<file path="src/hdl/terminfo_padding_parser_core_macros.svh">
// Assertion macros for the terminal padding parser core.
// No dependencies; included by the core, the only file that carries concurrent assertions.
`ifndef TERMINFO_PADDING_PARSER_CORE_MACROS_SVH
`define TERMINFO_PADDING_PARSER_CORE_MACROS_SVH

// Overlapping implication, checked on the rising clock edge outside reset
`define TPP_ASSERT_NOW(label, clk, rstn, ante, cons) \
    label: assert property (@(posedge clk) disable iff (!(rstn)) (ante) |-> (cons)) \
        else $error("tpp assertion failed");

// Implication checked in the cycle after the antecedent
`define TPP_ASSERT_NEXT(label, clk, rstn, ante, cons) \
    label: assert property (@(posedge clk) disable iff (!(rstn)) (ante) |=> (cons)) \
        else $error("tpp assertion failed");

`endif

</file>
<file path="src/hdl/tpp_pkg.sv">
// Package for the terminal padding parser core: widths, character codes,
// parse mode codes, register indexes, result type and helpers. No dependencies.
package tpp_pkg;

    // Width of the internal delay accumulator
    localparam int DELAY_BITS = 24;
    localparam int OUT_BITS   = 24;

    typedef logic [DELAY_BITS-1:0] delay_t;
    localparam delay_t DELAY_MAX = {DELAY_BITS{1'b1}};

    // Character codes
    localparam logic [7:0] CH_DOLLAR = 8'h24;
    localparam logic [7:0] CH_OPEN   = 8'h3C;
    localparam logic [7:0] CH_STAR   = 8'h2A;
    localparam logic [7:0] CH_SLASH  = 8'h2F;
    localparam logic [7:0] CH_DOT    = 8'h2E;
    localparam logic [7:0] CH_ZERO   = 8'h30;
    localparam logic [7:0] CH_NINE   = 8'h39;
    localparam int         TEN       = 10;

    // Parse mode codes
    localparam logic [2:0] M_NORMAL = 3'd0;
    localparam logic [2:0] M_DOLLAR = 3'd1;
    localparam logic [2:0] M_OPEN   = 3'd2;
    localparam logic [2:0] M_INT    = 3'd3;
    localparam logic [2:0] M_FRAC   = 3'd4;
    localparam logic [2:0] M_SKIP   = 3'd5;
    localparam logic [2:0] M_MOD    = 3'd6;

    // Configuration register indexes
    localparam logic [2:0] CFG_AFFECTED = 3'd0;
    localparam logic [2:0] CFG_FLOW     = 3'd1;
    localparam logic [2:0] CFG_RATE     = 3'd2;
    localparam logic [2:0] CFG_BAUD     = 3'd3;
    localparam logic [2:0] CFG_NOSCREEN = 3'd4;

    // One result item
    typedef struct packed {
        logic                kind;
        logic [7:0]          out_char;
        logic [OUT_BITS-1:0] delay_tenths;
        logic                last_of_run;
        logic                end_of_string;
    } res_t;

    localparam logic KIND_BYTE  = 1'b0;
    localparam logic KIND_DELAY = 1'b1;

    function automatic logic is_digit(input logic [7:0] c);
        return (c >= CH_ZERO) && (c <= CH_NINE);
    endfunction

    function automatic res_t byte_res(input logic [7:0] c);
        res_t r;
        r = '0;
        r.kind = KIND_BYTE;
        r.out_char = c;
        return r;
    endfunction

    // Delay result, clamped to the output field width
    function automatic res_t delay_res(input delay_t d);
        res_t        r;
        logic [31:0] ext;
        r = '0;
        ext = 32'(d);
        r.kind = KIND_DELAY;
        r.delay_tenths = (ext > 32'(2**OUT_BITS - 1)) ? {OUT_BITS{1'b1}}
                                                      : ext[OUT_BITS-1:0];
        return r;
    endfunction

endpackage

</file>
<file path="src/hdl/terminfo_padding_parser_core.sv">
// Terminal padding parser core: passes control-string bytes through and turns
// padding specs into delay requests. The first result is presented in the cycle after accept.
// One item per cycle while items give at most one result and m_tready is high; an item
// with several results holds the three-entry result buffer until its last result is taken.
// Reset (aresetn low, synchronous): registers to defaults, normal text, buffer empty.
// Depends on tpp_pkg and terminfo_padding_parser_core_macros.svh.
`include "terminfo_padding_parser_core_macros.svh"

module terminfo_padding_parser_core (
    input  logic        aclk,
    input  logic        aresetn,
    // input items
    input  logic        s_tvalid,
    output logic        s_tready,
    input  logic [7:0]  s_tdata,   // [7:0] char_code
    input  logic        s_tlast,   // last_char
    input  logic        s_tuser,   // closer_ahead
    // result items
    output logic        m_tvalid,
    input  logic        m_tready,
    output logic [31:0] m_tdata,   // [7:0] out_char, [31:8] delay_tenths
    output logic        m_tlast,   // last_of_run
    output logic [1:0]  m_tuser,   // [0] kind, [1] end_of_string
    // configuration writes
    input  logic        cfg_valid,
    output logic        cfg_ready,
    input  logic [2:0]  cfg_index,
    input  logic [21:0] cfg_data
);

    localparam int DB = tpp_pkg::DELAY_BITS;
    localparam int MW = DB + 10;

    // Configuration registers
    logic [9:0]  affected_reg;
    logic        flow_reg;
    logic [21:0] rate_reg;
    logic [21:0] baud_reg;
    logic        noscreen_reg;

    // Parser state
    logic [2:0]      mode_reg, mode_next;
    tpp_pkg::delay_t delay_reg, delay_next;
    logic            mand_reg, mand_next;

    // Result buffer, head in entry 0
    tpp_pkg::res_t res_reg [3];
    tpp_pkg::res_t res_next [3];
    logic [1:0]    cnt_reg, cnt_next;

    logic       s_accept, m_pop;
    logic [7:0] c;
    logic [3:0] digit;
    logic [MW-1:0] prod_mul, prod_int, sum_frac;
    tpp_pkg::delay_t sat_mul, sat_int, sat_frac, sat_first;

    assign cfg_ready = 1'b1;
    assign c         = s_tdata;
    assign digit     = s_tdata[3:0];

    assign m_tvalid = (cnt_reg != 2'd0);
    assign m_pop    = m_tvalid && m_tready;
    assign s_tready = (cnt_reg == 2'd0) || ((cnt_reg == 2'd1) && m_tready);
    assign s_accept = s_tvalid && s_tready;

    assign m_tdata  = {res_reg[0].delay_tenths, res_reg[0].out_char};
    assign m_tlast  = res_reg[0].last_of_run;
    assign m_tuser  = {res_reg[0].end_of_string, res_reg[0].kind};

    // Delay arithmetic, each saturated at the accumulator width
    assign prod_mul = MW'(delay_reg) * MW'(affected_reg);
    assign prod_int = MW'(delay_reg) * MW'(tpp_pkg::TEN) + MW'(digit) * MW'(tpp_pkg::TEN);
    assign sum_frac = MW'(delay_reg) + MW'(digit);
    assign sat_mul  = (prod_mul > MW'(tpp_pkg::DELAY_MAX)) ? tpp_pkg::DELAY_MAX
                                                           : prod_mul[DB-1:0];
    assign sat_int  = (prod_int > MW'(tpp_pkg::DELAY_MAX)) ? tpp_pkg::DELAY_MAX
                                                           : prod_int[DB-1:0];
    assign sat_frac = (sum_frac > MW'(tpp_pkg::DELAY_MAX)) ? tpp_pkg::DELAY_MAX
                                                           : sum_frac[DB-1:0];
    assign sat_first = DB'(digit) * DB'(tpp_pkg::TEN);

    // Whether a finished spec gives a delay result
    function automatic logic spec_fires(input tpp_pkg::delay_t d, input logic m,
                                        input logic [21:0] rate, input logic [21:0] baud,
                                        input logic nos);
        return m && (d != '0) && (rate != 22'd0) && (nos || (baud >= rate));
    endfunction

    // Next state and results of the item on the input
    always_comb begin
        logic fin;
        fin = 1'b0;
        mode_next  = mode_reg;
        delay_next = delay_reg;
        mand_next  = mand_reg;
        cnt_next   = 2'd0;
        for (int k = 0; k < 3; k++) begin
            res_next[k] = '0;
        end

        unique case (mode_reg) inside
            tpp_pkg::M_DOLLAR: begin
                if (c == tpp_pkg::CH_OPEN && !s_tlast) begin
                    mode_next = tpp_pkg::M_OPEN;
                end else begin
                    res_next[0] = tpp_pkg::byte_res(tpp_pkg::CH_DOLLAR);
                    res_next[1] = tpp_pkg::byte_res(c);
                    cnt_next    = 2'd2;
                    mode_next   = tpp_pkg::M_NORMAL;
                end
            end
            tpp_pkg::M_OPEN: begin
                if ((!tpp_pkg::is_digit(c) && c != tpp_pkg::CH_DOT) || !s_tuser) begin
                    // bad spec start: emit the opener, then the byte as text or a new escape
                    res_next[0] = tpp_pkg::byte_res(tpp_pkg::CH_DOLLAR);
                    res_next[1] = tpp_pkg::byte_res(tpp_pkg::CH_OPEN);
                    mode_next   = tpp_pkg::M_NORMAL;
                    if (c == tpp_pkg::CH_DOLLAR && !s_tlast) begin
                        mode_next = tpp_pkg::M_DOLLAR;
                        cnt_next  = 2'd2;
                    end else begin
                        res_next[2] = tpp_pkg::byte_res(c);
                        cnt_next    = 2'd3;
                    end
                end else begin
                    mand_next = !flow_reg;
                    if (c == tpp_pkg::CH_DOT) begin
                        delay_next = '0;
                        mode_next  = tpp_pkg::M_FRAC;
                    end else begin
                        delay_next = sat_first;
                        mode_next  = tpp_pkg::M_INT;
                    end
                end
            end
            tpp_pkg::M_INT, tpp_pkg::M_FRAC, tpp_pkg::M_SKIP, tpp_pkg::M_MOD: begin
                if (mode_reg == tpp_pkg::M_INT && tpp_pkg::is_digit(c)) begin
                    delay_next = sat_int;
                end else if (mode_reg == tpp_pkg::M_INT && c == tpp_pkg::CH_DOT) begin
                    mode_next = tpp_pkg::M_FRAC;
                end else if (mode_reg == tpp_pkg::M_FRAC && tpp_pkg::is_digit(c)) begin
                    delay_next = sat_frac;
                    mode_next  = tpp_pkg::M_SKIP;
                end else if (mode_reg == tpp_pkg::M_SKIP && tpp_pkg::is_digit(c)) begin
                    mode_next = tpp_pkg::M_SKIP;
                end else if (c == tpp_pkg::CH_STAR) begin
                    delay_next = sat_mul;
                    mode_next  = tpp_pkg::M_MOD;
                end else if (c == tpp_pkg::CH_SLASH) begin
                    mand_next = 1'b1;
                    mode_next = tpp_pkg::M_MOD;
                end else begin
                    // terminating byte: consumed, spec finished
                    if (spec_fires(delay_reg, mand_reg, rate_reg, baud_reg, noscreen_reg)) begin
                        res_next[0] = tpp_pkg::delay_res(delay_reg);
                        cnt_next    = 2'd1;
                    end
                    delay_next = '0;
                    mand_next  = 1'b0;
                    mode_next  = tpp_pkg::M_NORMAL;
                end
            end
            default: begin
                mode_next = tpp_pkg::M_NORMAL;
                if (c == tpp_pkg::CH_DOLLAR && !s_tlast) begin
                    mode_next = tpp_pkg::M_DOLLAR;
                end else begin
                    res_next[0] = tpp_pkg::byte_res(c);
                    cnt_next    = 2'd1;
                end
            end
        endcase

        // End of string closes any open spec
        if (s_tlast) begin
            fin = (mode_next != tpp_pkg::M_NORMAL) && (cnt_next == 2'd0) &&
                  spec_fires(delay_next, mand_next, rate_reg, baud_reg, noscreen_reg);
            if (fin) begin
                res_next[0] = tpp_pkg::delay_res(delay_next);
                cnt_next    = 2'd1;
            end
            mode_next  = tpp_pkg::M_NORMAL;
            delay_next = '0;
            mand_next  = 1'b0;
        end

        for (int k = 0; k < 3; k++) begin
            res_next[k].last_of_run   = (2'(k) == cnt_next - 2'd1);
            res_next[k].end_of_string = s_tlast;
        end
    end

    // Configuration registers
    always_ff @(posedge aclk) begin
        if (!aresetn) begin
            affected_reg <= 10'd1;
            flow_reg     <= 1'b0;
            rate_reg     <= 22'd0;
            baud_reg     <= 22'd0;
            noscreen_reg <= 1'b1;
        end else if (cfg_valid && cfg_ready) begin
            unique case (cfg_index)
                tpp_pkg::CFG_AFFECTED: affected_reg <= cfg_data[9:0];
                tpp_pkg::CFG_FLOW:     flow_reg     <= cfg_data[0];
                tpp_pkg::CFG_RATE:     rate_reg     <= cfg_data;
                tpp_pkg::CFG_BAUD:     baud_reg     <= cfg_data;
                tpp_pkg::CFG_NOSCREEN: noscreen_reg <= cfg_data[0];
                default: ;
            endcase
        end
    end

    // Parser state and buffer count
    always_ff @(posedge aclk) begin
        if (!aresetn) begin
            mode_reg  <= tpp_pkg::M_NORMAL;
            delay_reg <= '0;
            mand_reg  <= 1'b0;
            cnt_reg   <= 2'd0;
        end else if (s_accept) begin
            mode_reg  <= mode_next;
            delay_reg <= delay_next;
            mand_reg  <= mand_next;
            cnt_reg   <= cnt_next;
        end else if (m_pop) begin
            cnt_reg <= cnt_reg - 2'd1;
        end
    end

    // Result buffer payload: load on accept, shift towards the head on pop
    always_ff @(posedge aclk) begin
        if (s_accept) begin
            for (int k = 0; k < 3; k++) begin
                res_reg[k] <= res_next[k];
            end
        end else if (m_pop) begin
            res_reg[0] <= res_reg[1];
            res_reg[1] <= res_reg[2];
        end
    end

    // Checks
    `TPP_ASSERT_NOW(a_accept_drains, aclk, aresetn, s_accept,
        (cnt_reg == 2'd0) || ((cnt_reg == 2'd1) && m_pop))
    `TPP_ASSERT_NOW(a_tlast_at_tail, aclk, aresetn, m_tvalid, m_tlast == (cnt_reg == 2'd1))
    `TPP_ASSERT_NEXT(a_drain_empty, aclk, aresetn, m_pop && (cnt_reg == 2'd1) && !s_accept,
        !m_tvalid)
    `TPP_ASSERT_NEXT(a_string_end_clear, aclk, aresetn, s_accept && s_tlast,
        (mode_reg == tpp_pkg::M_NORMAL) && (delay_reg == '0) && !mand_reg)

endmodule

</file>
<file path="config.mk">
export PLATFORM = sky130hd
export DESIGN_NAME = terminfo_padding_parser_core
export DESIGN_NICKNAME = d
export VERILOG_FILES = /design/src/hdl/tpp_pkg.sv /design/src/hdl/terminfo_padding_parser_core.sv
export VERILOG_INCLUDE_DIRS = /design/src /design/src/hdl
export SDC_FILE = /design/constraint.sdc
export NUM_CORES = 1
export LEC_CHECK = 0
export BUFFER_PORTS_ARGS = -buffer_cell sky130_fd_sc_hd__clkbuf_2
export CAP_MARGIN = 10
export CORE_MARGIN = 2
export CORE_UTILIZATION = 65
export CTS_CLUSTER_SIZE = 28
export DETAILED_ROUTE_END_ITERATION = 10
export PLACE_DENSITY = 0.83
export RECOVER_POWER = 25
export SLEW_MARGIN = 20
export SYNTH_ARGS = -nofsm -noshare
export SYNTH_HDL_FRONTEND = slang
export SYNTH_SLANG_ARGS = --single-unit
export TNS_END_PERCENT = 1
</file>
<file path="constraint.sdc">
create_clock -name aclk -period 9.7 [get_ports aclk]
set_input_delay 1.455 -clock aclk [delete_from_list [all_inputs] [get_ports aclk]]
set_output_delay 1.455 -clock aclk [all_outputs]
set_load 0.03 [all_outputs]
</file>
==> flow_summary.ini <==
[clock_network]
post_cts_hold_buffer_count = 0
tritoncts_num_sinks = 141
post-cts-setup-buffers = 0
cts_tree = built
cts_resized = 0
cts_root_buffer = sky130_fd_sc_hd__clkbuf_16
cts-buffers-inserted = 17
ctsHtreeMaxLevel = 4
clock_transition_at_the_register_clock_pins_on_the_worst_setup_and_hold_paths_after_cts_ps = 70
clockBufferDepth = 2
clock_latency_ps = 430

[placed_design]
io_buffer_count = 76
final_estimated_routing_congestion_in_global_placement = 1.05
placed_wire_length_estimate_after_detailed_placement_mm = 51.8

[cells_and_area]
filler_instances = 2440
register_area_sq_um = 3370
largest_reg_flops = 55
layout-drive-gt1-share = 0.0628
multiInputGateArea_sq_um = 14200
commonest_cells_after_routing_fill_and_taps_aside = 371 x sky130_fd_sc_hd__nand2_1, 233 x sky130_fd_sc_hd__inv_1, 177 x sky130_fd_sc_hd__fa_1
num-nets-final = 2743
layout.cells.most_common = sky130_fd_sc_hd__nand2_1
syn2layout_area_growth_pct = 4.48
layout.core_utilization = 0.686

[detailed_routing]
routed-via-count = 18500
wire_per_inst_um = 24.2
total_wire_length_mm = 67.4
dr.pass1.iters = 6
route.detailed.drc = 0
drt-initial-drc-count = 2158
post_drt_via_cell_ratio = 6.66
number_of_nets_with_antenna_violations_after_routing = 0

[critical_path]
timing.critical_path.required_ps = 9860
critical_path_arrival_ps = 9250
criticalPathCategory = reg2reg
critical_path_end_type = flop
start_kind = flop
critPathMaxFanout = 25
rr_worst_depth = 23

[global_routing]
grt-ovfl-total = 0
grt_pass1_wl_mm = 104
grt_pass1_vias = 18200
grt_start_max_net_pins = 61
groute.usage.overall = 0.437
initial_antenna_violation_count = 2

[worst_hold_path]
worst_hold_path_type = reg2reg
holdPathStages = 2

[synth]
syn_area_sq_um = 19300
yosysWarningCount = 0
seq_area_frac_synth = 0.175
synthesis.area_per_instance_sq_um = 7.97
yosys.cell_types.count = 100
synthFlopType = sky130_fd_sc_hd__dfxtp_1
post_synthesis_instance_total = 2422
synth_seq_cells = 141
syn_nets = 2789
synth-edff-count = 55
ys_async_sr_fraction = 0

[sta]
hold_viol_final = 0
post-route-period-util = 0.937
final.setup_skew_ps = 19.3
setup_violations = 0
tightest_slew_ps = 2950
worst_slew_margin_rel = -0.969
grt_setup_unrepaired = no
timing.setup.tns_ps = 0
fmax_mhz = 110
finalMaxSlewViolations = 91
fin_crit_ps = 9090

[pwr]
part_of_the_total_power_dissipated_in_combinational_logic = 0.229
p_int_w = 0.00120
switching_pwr_w = 0.000746
seq_power_share = 0.423
netSwitchingFraction = 0.384
power.clock.fraction = 0.348
p_per_area_nw_per_um2 = 96.5
cellLeakagePower_nw = 9.14
peakVddDrop_mv = 0.107

[die]
core-area_sq_um = 29400
io-pin-count = 78
std_cell_rows = 63
start_util = 0.656
fp.dieArea_sq_um = 31100
die_height_um = 176
die_w_um = 176

[outcome]
failing_checks = capacitance limit, slew limit
status = finished, violations left

[job]
max_cap_violations = 2
## logic make-up (layout without fill, tap and decap cells)
logic type | count (synthesis) | count (layout) | synth area share
XOR/XNOR | 56 | 56 | 0.0254
other | 1 | 2 | 0.000194
multiplexers | 6 | 6 | 0.00318
flip-flops | 141 | 141 | 0.175
AND/OR/NAND/NOR | 927 | 927 | 0.240
AO/OA/AOI/OAI | 543 | 543 | 0.183
buffers and inverters | 420 | 387 | 0.0915
adder cells (fa/ha/maj) | 328 | 328 | 0.281
## layer usage
layer	GRT usage	up-vias	routed length (um)
met3	0.0945	285	8180
met1	0.564	8783	25100
met5	0	-	13
met4	0.263	2	4860
met2	0.675	1257	29200
li1	-	8201	-
## cells in the mapped netlist, drive strengths merged, types with 8 or more instances
master    n  area, sq um
nand2   371         1390
a31oi    22          144
o21ai   114          574
o211ai   15          113
and4     11         98.8
or3      14         92.6
edfxtp   55         1650
a221oi   14          141
nand3    45          225
nor3     35          185
a211oi   20          163
o22ai     9         56.3
and3     22          143
nor2b    22          138
fa      177         3540
nor3b    10         80.1
xor2     25          219
xnor2    31          272
a22oi    26          195
inv     234          878
clkbuf  126          473
nand4    45          303
nand2b   12         75.1
o31ai    12          104
and2    144          902
nor2    130          488
ha      150         1880
nand3b    8         60.1
a21oi   174          875
a22o     19          166
a211o     8         70.1
dfxtp    86         1720
o21a     15          113
buf      60          415
a21o     23          173
nor4     31          215
## final timing paths
check	startpoint	endpoint	slack (ps)
max	affected_reg[7]	res_reg[0][1]	610
min	rate_reg[7]	rate_reg[7]	460
max reg2reg	affected_reg[7]	res_reg[0][1]	610
min reg2reg	rate_reg[7]	rate_reg[7]	460
## critical path, cell delays in order (launching register included)
cell and delay, ps:
sky130_fd_sc_hd__dfxtp_1 970, sky130_fd_sc_hd__and2_1 260, sky130_fd_sc_hd__fa_1 450, sky130_fd_sc_hd__fa_1 520, sky130_fd_sc_hd__fa_1 530, sky130_fd_sc_hd__fa_1 550
sky130_fd_sc_hd__inv_1 50, sky130_fd_sc_hd__fa_1 530, sky130_fd_sc_hd__inv_1 40, sky130_fd_sc_hd__ha_1 370, sky130_fd_sc_hd__a21oi_1 250, sky130_fd_sc_hd__o21ai_1 190
sky130_fd_sc_hd__a221oi_2 410, sky130_fd_sc_hd__nor3b_2 250, sky130_fd_sc_hd__a211oi_1 120, sky130_fd_sc_hd__or4b_4 570, sky130_fd_sc_hd__nor4_4 290, sky130_fd_sc_hd__nand3_1 340
sky130_fd_sc_hd__a2111oi_0 590, sky130_fd_sc_hd__or3_1 300, sky130_fd_sc_hd__nor4b_1 280, sky130_fd_sc_hd__a31oi_1 190, sky130_fd_sc_hd__nor4_1 620, sky130_fd_sc_hd__o21ai_1 140
## area by class of cell
type / instances / share of cell area
multi-input combinational: 1861 / 0.703
sequential: 141 / 0.167
inverter: 234 / 0.0436
timing repair buffer: 121 / 0.0329
tap: 390 / 0.0242
clock buffer: 17 / 0.0211
clock inverter: 15 / 0.00757
antenna: 1 / 0.000124
## power by group through the flow
stage	clock network [W]	registers (W)	logic, W
after floorplan	0	0.000784	0.000369
after CTS	0.000673	0.000816	0.000449
final	0.000678	0.000822	0.000445
after global routing	0.000698	0.000824	0.000471
after detailed placement	0	0.000828	0.000448
after global placement	0	0.000826	0.000439
## per-stage QoR
stage / hold slack, ps / cell area, sq um / worst slack, ps / std cells / power (W)
global placement: 444 / 19600 / 958 / 2747 / 0.00127
detailed placement: 447 / 19600 / 802 / 2747 / 0.00128
finish: 457 / 20200 / 612 / 2780 / 0.00195
global route: 474 / 20200 / 165 / 2780 / 0.00199
CTS: 457 / 20200 / 736 / 2779 / 0.00194
floorplan: 436 / 19300 / 1780 / 2422 / 0.00115
Note: power is estimated with default switching activity, not from simulation.
